--- src/hw/rtl/sbc_pkg.sv ---
`default_nettype none
package sbc_pkg;

  typedef enum logic [2:0] {
    OP_IDLE    = 3'd0,
    OP_START   = 3'd1,
    OP_RESTART = 3'd2,
    OP_STOP    = 3'd3,
    OP_WRITE   = 3'd4,
    OP_READ    = 3'd5
  } op_t;

  localparam int unsigned PhaseW    = 5;
  localparam logic [PhaseW-1:0] ByteHalves = 5'd18;

  typedef struct packed {
    logic [PhaseW-1:0] phase;
    op_t               op;
    logic [7:0]        shift_byte;
    logic [3:0]        bit_index;
    logic              clock_out;
    logic              data_enable;
    logic              data_out;
    logic              ack_hold;
    logic [7:0]        last_read;
    logic              ack_tx;
  } sbc_state_t;

  typedef struct packed {
    logic       ack_seen;
    logic [7:0] read_data;
    logic       done_res;
    logic       busy_res;
    logic       sda_level;
    logic       sda_enable;
    logic       scl_level;
  } sbc_result_t;

  // Number of half-cycles in each command sequence.
  function automatic logic [PhaseW-1:0] seq_length(op_t op);
    logic [PhaseW-1:0] len;
    unique case (op)
      OP_START:           len = 5'd3;
      OP_RESTART:         len = 5'd4;
      OP_STOP:            len = 5'd3;
      OP_WRITE, OP_READ:  len = ByteHalves;
      default:            len = '0;
    endcase
    return len;
  endfunction

endpackage
`default_nettype wire

--- src/hw/rtl/serial_bus_controller_phy_top.sv ---
`default_nettype none
// Channel | Direction | Handshake          | Payload
// s_      | in        | s_tvalid/s_tready  | tuser: command, tdata: byte, ack, SDA sample
// m_      | out       | m_tvalid/m_tready  | tdata: pins, busy, done, read byte, ack
//
// One item per clock cycle while s_tready is high: each item updates the bus
// state in the cycle it is accepted; its result is registered for the m_ side.
// A two-entry result buffer (output register plus skid register) lets the slave
// side keep accepting while a result waits; s_tready drops only when both hold.
// Reset: SCL high, SDA released, no command in progress, both buffers empty.
module serial_bus_controller_phy_top
  import sbc_pkg::*;
(
  input  wire logic        clk,
  input  wire logic        rst,
  input  wire logic        s_tvalid,
  output      logic        s_tready,
  input  wire logic [2:0]  s_tuser,   // [2:0] action
  input  wire logic [15:0] s_tdata,   // [7:0] data_byte, [8] send_ack, [9] sda_in
  output      logic        m_tvalid,
  input  wire logic        m_tready,
  // [0] scl_level, [1] sda_enable, [2] sda_level, [3] busy_res, [4] done_res,
  // [12:5] read_data, [13] ack_seen
  output      logic [15:0] m_tdata
);

  sbc_result_t res_new;
  sbc_result_t out_res;
  sbc_result_t skid_res;
  logic        out_valid;
  logic        skid_valid;
  logic        fire;
  logic        pop;

  assign s_tready = !skid_valid;
  assign fire     = s_tvalid && s_tready;
  assign pop      = out_valid && m_tready;

  sbc_core u_core (
    .clk       (clk),
    .rst       (rst),
    .fire      (fire),
    .action    (s_tuser),
    .data_byte (s_tdata[7:0]),
    .send_ack  (s_tdata[8]),
    .sda_in    (s_tdata[9]),
    .res       (res_new)
  );

  always_ff @(posedge clk) begin
    if (rst) begin
      out_valid  <= 1'b0;
      skid_valid <= 1'b0;
    end else if (pop) begin
      if (skid_valid) begin
        out_valid  <= 1'b1;
        skid_valid <= 1'b0;
      end else begin
        out_valid <= fire;
      end
    end else if (fire) begin
      if (out_valid) begin
        skid_valid <= 1'b1;
      end else begin
        out_valid <= 1'b1;
      end
    end
  end

  always_ff @(posedge clk) begin
    if (pop) begin
      if (skid_valid) begin
        out_res <= skid_res;
      end else if (fire) begin
        out_res <= res_new;
      end
    end else if (fire) begin
      if (out_valid) begin
        skid_res <= res_new;
      end else begin
        out_res <= res_new;
      end
    end
  end

  assign m_tvalid = out_valid;
  assign m_tdata  = {2'b00, out_res};

endmodule
`default_nettype wire

--- src/hw/rtl/sbc_core.sv ---
`default_nettype none
module sbc_core
  import sbc_pkg::*;
(
  input  wire logic        clk,
  input  wire logic        rst,
  input  wire logic        fire,
  input  wire logic [2:0]  action,
  input  wire logic [7:0]  data_byte,
  input  wire logic        send_ack,
  input  wire logic        sda_in,
  output sbc_result_t      res
);

  sbc_state_t        st;
  sbc_state_t        st_next;
  logic              done;
  logic              enter;
  logic [PhaseW-1:0] ph;
  logic [PhaseW-1:0] p_inc;
  logic [3:0]        bi;
  logic              byte_op;

  assign byte_op = (st.op == OP_WRITE) || (st.op == OP_READ);
  assign p_inc   = st.phase + 5'd1;

  always_comb begin
    st_next = st;
    done    = 1'b0;
    enter   = 1'b0;
    ph      = '0;
    if (st.op == OP_IDLE) begin
      // A tick or an unused code while idle changes nothing.
      if (action >= OP_START && action <= OP_READ) begin
        st_next.op        = op_t'(action);
        st_next.phase     = '0;
        st_next.bit_index = '0;
        if (action == OP_WRITE) begin
          st_next.shift_byte = data_byte;
        end else if (action == OP_READ) begin
          st_next.shift_byte = '0;
          st_next.ack_tx     = send_ack;
        end
        enter = 1'b1;
      end
    end else begin
      // Any command while busy acts as a tick.
      if (byte_op && st.phase[0]) begin
        if (st.op == OP_READ && st.phase < 5'd16) begin
          st_next.shift_byte = {st.shift_byte[6:0], sda_in};
        end
        if (st.op == OP_WRITE && st.phase == 5'd17) begin
          st_next.ack_hold = ~sda_in;
        end
        st_next.clock_out = 1'b0;
      end
      if (p_inc >= seq_length(st.op)) begin
        if (st.op == OP_READ) begin
          st_next.last_read = st_next.shift_byte;
        end
        st_next.op    = OP_IDLE;
        st_next.phase = '0;
        done          = 1'b1;
      end else begin
        st_next.phase = p_inc;
        enter         = 1'b1;
        ph            = p_inc;
      end
    end

    bi = ph[4:1];

    // Pin setup at the start of the next half-cycle.
    if (enter) begin
      case (st_next.op)
        OP_START: begin
          if (ph == 5'd0) begin
            st_next.data_enable = 1'b0;
            st_next.data_out    = 1'b0;
            st_next.clock_out   = 1'b1;
          end else if (ph == 5'd1) begin
            st_next.data_enable = 1'b1;
            st_next.data_out    = 1'b0;
          end else begin
            st_next.clock_out = 1'b0;
          end
        end
        OP_RESTART: begin
          if (ph == 5'd0) begin
            st_next.data_enable = 1'b0;
            st_next.data_out    = 1'b0;
          end else if (ph == 5'd1) begin
            st_next.clock_out = 1'b1;
          end else if (ph == 5'd2) begin
            st_next.data_enable = 1'b1;
            st_next.data_out    = 1'b0;
          end else begin
            st_next.clock_out = 1'b0;
          end
        end
        OP_STOP: begin
          if (ph == 5'd0) begin
            st_next.data_enable = 1'b1;
            st_next.data_out    = 1'b0;
          end else if (ph == 5'd1) begin
            st_next.clock_out = 1'b1;
          end else begin
            st_next.data_enable = 1'b0;
            st_next.data_out    = 1'b0;
          end
        end
        OP_WRITE, OP_READ: begin
          st_next.bit_index = bi;
          if (ph[0]) begin
            st_next.clock_out = 1'b1;
          end else if (!bi[3]) begin
            if (st_next.op == OP_WRITE) begin
              st_next.data_enable = 1'b1;
              st_next.data_out    = st_next.shift_byte[~bi[2:0]];
            end else begin
              st_next.data_enable = 1'b0;
              st_next.data_out    = 1'b0;
            end
          end else begin
            // Acknowledge bit: released on write; on read, driven low only if send_ack set.
            st_next.data_enable = (st_next.op == OP_READ) && st_next.ack_tx;
            st_next.data_out    = 1'b0;
          end
        end
        default: begin
        end
      endcase
    end
  end

  always_comb begin
    res.scl_level  = st_next.clock_out;
    res.sda_enable = st_next.data_enable;
    res.sda_level  = st_next.data_enable & st_next.data_out;
    res.busy_res   = (st_next.op != OP_IDLE);
    res.done_res   = done;
    res.read_data  = st_next.last_read;
    res.ack_seen   = st_next.ack_hold;
  end

  always_ff @(posedge clk) begin
    if (rst) begin
      st.phase       <= '0;
      st.op          <= OP_IDLE;
      st.shift_byte  <= '0;
      st.bit_index   <= '0;
      st.clock_out   <= 1'b1;
      st.data_enable <= 1'b0;
      st.data_out    <= 1'b0;
      st.ack_hold    <= 1'b0;
      st.last_read   <= '0;
      st.ack_tx      <= 1'b0;
    end else if (fire) begin
      st <= st_next;
    end
  end

endmodule
`default_nettype wire
--- config.mk ---
export PLATFORM = sky130hd
export DESIGN_NAME = serial_bus_controller_phy_top
export DESIGN_NICKNAME = d
export VERILOG_FILES = /design/src/hw/rtl/sbc_pkg.sv /design/src/hw/rtl/serial_bus_controller_phy_top.sv /design/src/hw/rtl/sbc_core.sv
export SDC_FILE = /design/constraint.sdc
export NUM_CORES = 1
export LEC_CHECK = 0
export BUFFER_PORTS_ARGS = -buffer_cell sky130_fd_sc_hd__buf_4
export CAP_MARGIN = 20
export CORE_MARGIN = 2
export CORE_UTILIZATION = 62
export DETAILED_ROUTE_END_ITERATION = 6
export GPL_ROUTABILITY_DRIVEN = 0
export PLACE_DENSITY = 0.85
export SETUP_SLACK_MARGIN = 0.05
export SLEW_MARGIN = 20
export SYNTH_ARGS = -nofsm -noshare
export SYNTH_HDL_FRONTEND = slang
export SYNTH_SLANG_ARGS = --single-unit
--- constraint.sdc ---
create_clock -name clk -period 8.1 [get_ports clk]
set_clock_uncertainty 0.2 [all_clocks]
set_input_delay 0.405 -clock clk [delete_from_list [all_inputs] [get_ports clk]]
set_output_delay 0.405 -clock clk [all_outputs]
set_load 0.01 [all_outputs]
# After elaboration in Yosys (flattened, before gate mapping)
# Cells that the tools add are included.
[classes] mux=58 bitwise_logic=4 eq_ne=17 addsub=1 n_lt_le_gt_ge=5 n_reduce_logical=22
[ops] op="2-to-1 mux 14 bit" n=5
[ops] op="2-to-1 mux 8 bit" n=6
[ops] op="2-to-1 mux 1 bit" n=24
[ops] op="2-to-1 mux 20 bit" n=1
[ops] op="equality test 3 bit (second input constant)" n=6
[ops] op="2-to-1 mux 2 bit" n=9
[ops] op="2-to-1 mux 16 bit" n=1
[ops] op="2-to-1 mux 5 bit" n=3
[ops] op="case mux 5 bit (3 select lines)" n=1
[ops] op="equality test 3 x 2 -> 1 bit (second input constant)" n=4
[ops] op="case mux 3 bit (4 select lines)" n=1
[ops] op="2-to-1 mux 9 bit" n=1
[ops] op="2-to-1 mux 4 bit" n=2
[ops] op="OR reduction 2 bit" n=4
[ops] op="logical AND 1 bit" n=7
[ops] op="2-to-1 mux 7 bit" n=1
[ops] op="equality test 3 x 1 -> 1 bit (second input constant)" n=2
[ops] op="2-to-1 mux 3 bit" n=2
[ops] op="AND reduction 3 bit" n=2
[ops] op="adder 5 x 1 -> 5 bit (second input constant)" n=1
[ops] op="equality test 5 x 1 -> 1 bit (second input constant)" n=1
[ops] op="equality test 5 x 2 -> 1 bit (second input constant)" n=1
[ops] op="equality test 5 bit (second input constant)" n=1
[ops] op="greater-or-equal comparator 5 bit" n=1
[ops] op="other kinds (17)" n=20
[word_totals] reg_bits=63 output_inout_bits=18

# Longest topological paths before layout
[logic_depth] ltp_word=19 mapped_depth=13 depth_no_buf=12

# Modules after synthesis
# From an unflattened synthesis, not the netlist that was laid out.
[hier_totals] cells_unflattened=400 hier_area_um2=3792.4
[by_module_without_submodules] mod="sbc_core" n_inst=1 area_per_inst_um2=2610.0 cells_each=339 seq_area_each_um2=580.6
[by_module_without_submodules] mod="serial_bus_controller_phy_top" n_inst=1 area_per_inst_um2=1182.4 cells_each=61 seq_area_each_um2=880.8

# Worst setup path before layout
# Ideal clock, no wire load.
[synth_timing] path_type="register -> register" from="register u_core.st[28] (netlist name)" to="register out_res, in the netlist m_tdata[1], data pin" t_arrival_ps=3229 stages_incl_launch_ff=13 n_path_buf=0 slack_ps=4405 cell_sequence="dfxtp_1 > ha_1 > xnor2_1 > inv_1 > ha_1 > a21oi_1 > o211ai_1 > a2111oi_1 > nor4b_1 > a32oi_1 > o2111ai_1 > o21ai_2 > o21ai_0"
[synth_between] elab_chain_cells=13 elab_cells_between_ends=35 classes_between="add/sub: 1; order compare: 1; eq/ne: 7; mux: 23; reduce/logical: 3"
[synth_rtl] element="from (decl)" line_no="sbc_core.sv:15" text="sbc_state_t st;"
[synth_rtl] element="from (signal assigned)" line_no="sbc_core.sv:159" text="st <= st_next;"
[synth_rtl] element="adder 5 x 1 -> 5 bit *" line_no="sbc_core.sv:25" text="assign p_inc = st.phase + 5'd1;"
[synth_rtl] element="greater-or-equal comparator 5 bit" line_no="sbc_core.sv:57" text="if (p_inc >= seq_length(st.op)) begin"
[synth_rtl] element="2-to-1 mux 5 bit or 2-to-1 mux 3 bit (tied branches)" line_no="sbc_core.sv:57"
[synth_rtl] element="2-to-1 mux 5 bit or 2-to-1 mux 16 bit (tied branches)" line_no="sbc_core.sv:32" text="if (st.op == OP_IDLE) begin"
[synth_rtl] element="equality test 5 x 2 -> 1 bit, or another cell as far along" line_no="sbc_core.sv:94" text="end else if (ph == 5'd2) begin"
[synth_rtl] element="2-to-1 mux 2 bit, or another cell as far along" line_no="sbc_core.sv:94"
[synth_rtl] element="2-to-1 mux 2 bit (on tied branches)" line_no="sbc_core.sv:92, sbc_core.sv:116"
[synth_rtl] element="2-to-1 mux 2 bit (on tied branches)" line_no="sbc_core.sv:89, sbc_core.sv:114"
[synth_rtl] element="case mux 3 bit (4 select lines)" line_no="sbc_core.sv:75" text="case (st_next.op)"
[synth_rtl] element="2-to-1 mux 7 bit *" line_no="sbc_core.sv:74" text="if (enter) begin"
[synth_rtl] element="2-to-1 mux 14 bit (on tied branches)" line_no="serial_bus_controller_phy_top.sv:78, serial_bus_controller_phy_top.sv:74"
[synth_rtl] element="2-to-1 mux 14 bit (on tied branches)" line_no="serial_bus_controller_phy_top.sv:77, serial_bus_controller_phy_top.sv:72"
[synth_rtl] element="2-to-1 mux 14 bit *" line_no="serial_bus_controller_phy_top.sv:71" text="if (pop) begin"
[synth_rtl] element="to (signal assigned)" line_no="serial_bus_controller_phy_top.sv:73" text="out_res <= skid_res;"
[synth_rtl] element="to (signal assigned)" line_no="serial_bus_controller_phy_top.sv:75" text="out_res <= res_new;"
[synth_rtl] element="to (signal assigned)" line_no="serial_bus_controller_phy_top.sv:81" text="out_res <= res_new;"
[synth_rtl] element="to (decl)" line_no="serial_bus_controller_phy_top.sv:28" text="sbc_result_t out_res;"
# Mark *: on every way between the ends. The rest lies on a longest branch, timed or not. The select of a mux whose other input is x is not followed.
# A chain may end at the register's enable or synchronous reset.

# Worst setup path in the final report
# Ends and elaborated chain as after synthesis.

==> flow_metrics.tcl <==
set metrics [dict create \
    status "complete, no violations" \
    rows 26 \
    worstPathArrival_ns 4.45 \
    viasPerCell 6.16 \
    gr-total-overflow 0 \
    clk_pin_slew_ns 0.07 \
    cts_setup_buffers 0 \
    io_buffer_count 32 \
    power_density_nw_per_um2 213 \
    cts_root_buf "clkbuf_8" \
    grt_max_degree 31 \
    crit_chain "ha_1 > xnor2_1 > inv_1 > ha_1 > a21oi_1 > o211ai_1 > a2111oi_1 > nor4b_1 > a32oi_1 > o2111ai_1 > o21ai_2 > o21ai_0" \
    dieArea_um2 5920 \
    final_common_cell "nand2_1" \
    fmax_ghz 0.219 \
    yosysUniqueCellTypes 59 \
    dp_hpwl_um 5160 \
    holdBufCountCts 0 \
    first_pass_iters 6 \
    antenna_cells 0 \
    tritoncts "yes" \
    relSlewSlack_pct 30.2 \
    slowest_delay_ns 0.97 \
    critical-path-slowest-cell "a2111oi_1" \
    postSynthCellCount 377 \
    required_ns 7.97 \
    cts-buffers-inserted 9 \
    dpl-instance-area_um2 3550 \
    r2r_start "u_core.st[28]$_SDFFE_PP0P_" \
    drt_iter0_markers 225 \
    p_leak_nw 1.46 \
    crit_path_start "u_core.st[28]$_SDFFE_PP0P_" \
    final_area_um2 3770 \
    cts_buffer_depth 2 \
    cts_sinks 59 \
    drv_cap 0 \
    async_flop_share_pct 0 \
    drcViolationCount 0 \
    wirelength_um 7470 \
    ir_worst_vdd_uv 167 \
    startpoint_type "flop" \
    finalSetupViolations 0 \
    worstSetupEndpointType "flop" \
    regArea_um2 1460 \
    mostFrequentLayoutCells "nand2_1 (73), buf_4 (34), nor2_1 (32), dfxtp_1 (31), a21oi_1 (30)" \
    hold_viol 0 \
    r2r_end "m_tdata[1]$_DFFE_PP_" \
    critPathCapture "m_tdata[1]$_DFFE_PP_" \
    ys.flop_type "dfxtp_1" \
    rsz0062_at_grt "no" \
    htree_num_levels 3 \
    multi_input_area_um2 1700 \
    worst_pin_slew_ns 1.04 \
    fillers 387 \
    holdWs_ns 0.0812 \
    fin_nets 431 \
    slew_violations 0 \
    yosysWarnings 0 \
    fin_tns_setup_ns 0 \
    period_needed_ns 4.57 \
    die_w_um 76.9 \
    hp-class "input port to flop" \
    synth_area_um2 3300 \
    grt_pass1_wl_um 12500 \
    grt_usage_pct 26.5 \
    drive_above_1_share_pct 14.3 \
    period_share_pct 56.4 \
    cpMostUsedCell "ha_1" \
    io_pins 41 \
    clock_latency_ns 0.35 \
    wl_per_cell_um 15.7 \
    synth_seq_cells 59 \
    grt_pass1_vias 2688 \
    syn_avg_cell_area_um2 8.74 \
    synth_edf_count 28 \
    via_count 2940 \
    rr_worst_depth 12 \
    cts_resized 0 \
    initial_core_util_pct 64.5 \
    area_growth_pct 14.4 \
    die_height_um 76.9 \
    critPathMaxFanout 10 \
    core_area_um2 5110 \
    ant_nets 0 \
    ys_seq_area_share_pct 44.3 \
    antenna_found_initial 0 \
    r2r_slack_ns 3.53 \
    worstSetupPathType "flop to flop" \
]
[stage by stage]
stage | total power [W] | setup WS [ns] | util, % | instances
floorplan | 0.000458 | 4.41 | - | 378
global placement | 0.000500 | 3.74 | 69.4 | 461
detailed placement | 0.000505 | 3.66 | 69.4 | 461
CTS | 0.000803 | 3.63 | 73.8 | 477
global route | 0.000835 | 3.21 | 73.8 | 477
finish | 0.000805 | 3.53 | 73.8 | 477
[worst min-delay path by stage]
stage | start | slack (ns) | cells after the start | endpoint
after floorplan | u_core.st[1]$_SDFFE_PP0P_ | 0.24 | 2 | u_core.st[1]$_SDFFE_PP0P_
after global placement | u_core.st[3]$_SDFFE_PP0P_ | 0.24 | 2 | u_core.st[3]$_SDFFE_PP0P_
after detailed placement | u_core.st[5]$_SDFFE_PP0P_ | 0.25 | 2 | u_core.st[5]$_SDFFE_PP0P_
after CTS | m_tready | 0.07 | 2 | skid_valid$_SDFFE_PP0P_
after global routing | m_tready | 0.09 | 2 | skid_valid$_SDFFE_PP0P_
final | m_tready | 0.08 | 2 | skid_valid$_SDFFE_PP0P_
[registers in the layout, summed over array words and instances (netlist names)]
name        flops
skid_valid      1
m_tdata        14
m_tvalid        1
u_core.st      29
skid_res       14
[power by group]
part           internal [W]  switching, W  leakage [nW]
clock network      0.000175      0.000126         0.114
registers          0.000331     0.0000125         0.528
logic             0.0000606     0.0000989         0.814
[cell families after synthesis]
kind of cell / Yosys count / share of synthesized area [%]
fa+ha+maj: 6 / 2.28
compound gates: 110 / 22.1
buf+inv: 33 / 4.37
simple gates: 151 / 21.5
mux: 13 / 4.33
xor+xnor: 4 / 1.06
other cells: 1 / 0.114
flops: 59 / 44.3
[critical path: cells and delay by family (launching register included)]
family,cells,cell delay [ns]
compound gates,7,2.28
xor+xnor,1,0.40
fa+ha+maj,2,0.66
buf+inv,1,0.14
flops,1,0.42
simple gates,1,0.20
[cell usage after synthesis, types with 6 or more instances]
| cell | n | area [µm²] |
|---|---|---|
| a21oi_1 | 30 | 150 |
| nor2_1 | 32 | 120 |
| edfxtp_1 | 28 | 841 |
| clkbuf_1 | 13 | 48.8 |
| a22oi_1 | 10 | 75.1 |
| mux2i_1 | 12 | 120 |
| dfxtp_1 | 31 | 621 |
| ha_1 | 6 | 75.1 |
| inv_1 | 12 | 45.0 |
| o21ai_0 | 20 | 100 |
| nor2b_1 | 8 | 50.1 |
| nand2_1 | 73 | 274 |
| nand3_1 | 6 | 30.0 |
[cell type report]
cell class	instances	share of cell area, %
sequential	59	38.8
inverter	12	1.19
clock buffer	9	3.29
tap	70	2.32
timing repair buffer	34	6.77
clock inverter	7	2.66
multi-input combinational	286	45.0
[routing by layer]
layer	up-vias	track usage [%]	part of all wire (%)
li1	1428	-	-
met1	1352	35.0	45
met2	140	41.8	47
met3	20	7.41	7.4
met4	0	9.45	1.4
met5	-	0	0
Power figures use the tool's default switching activity.
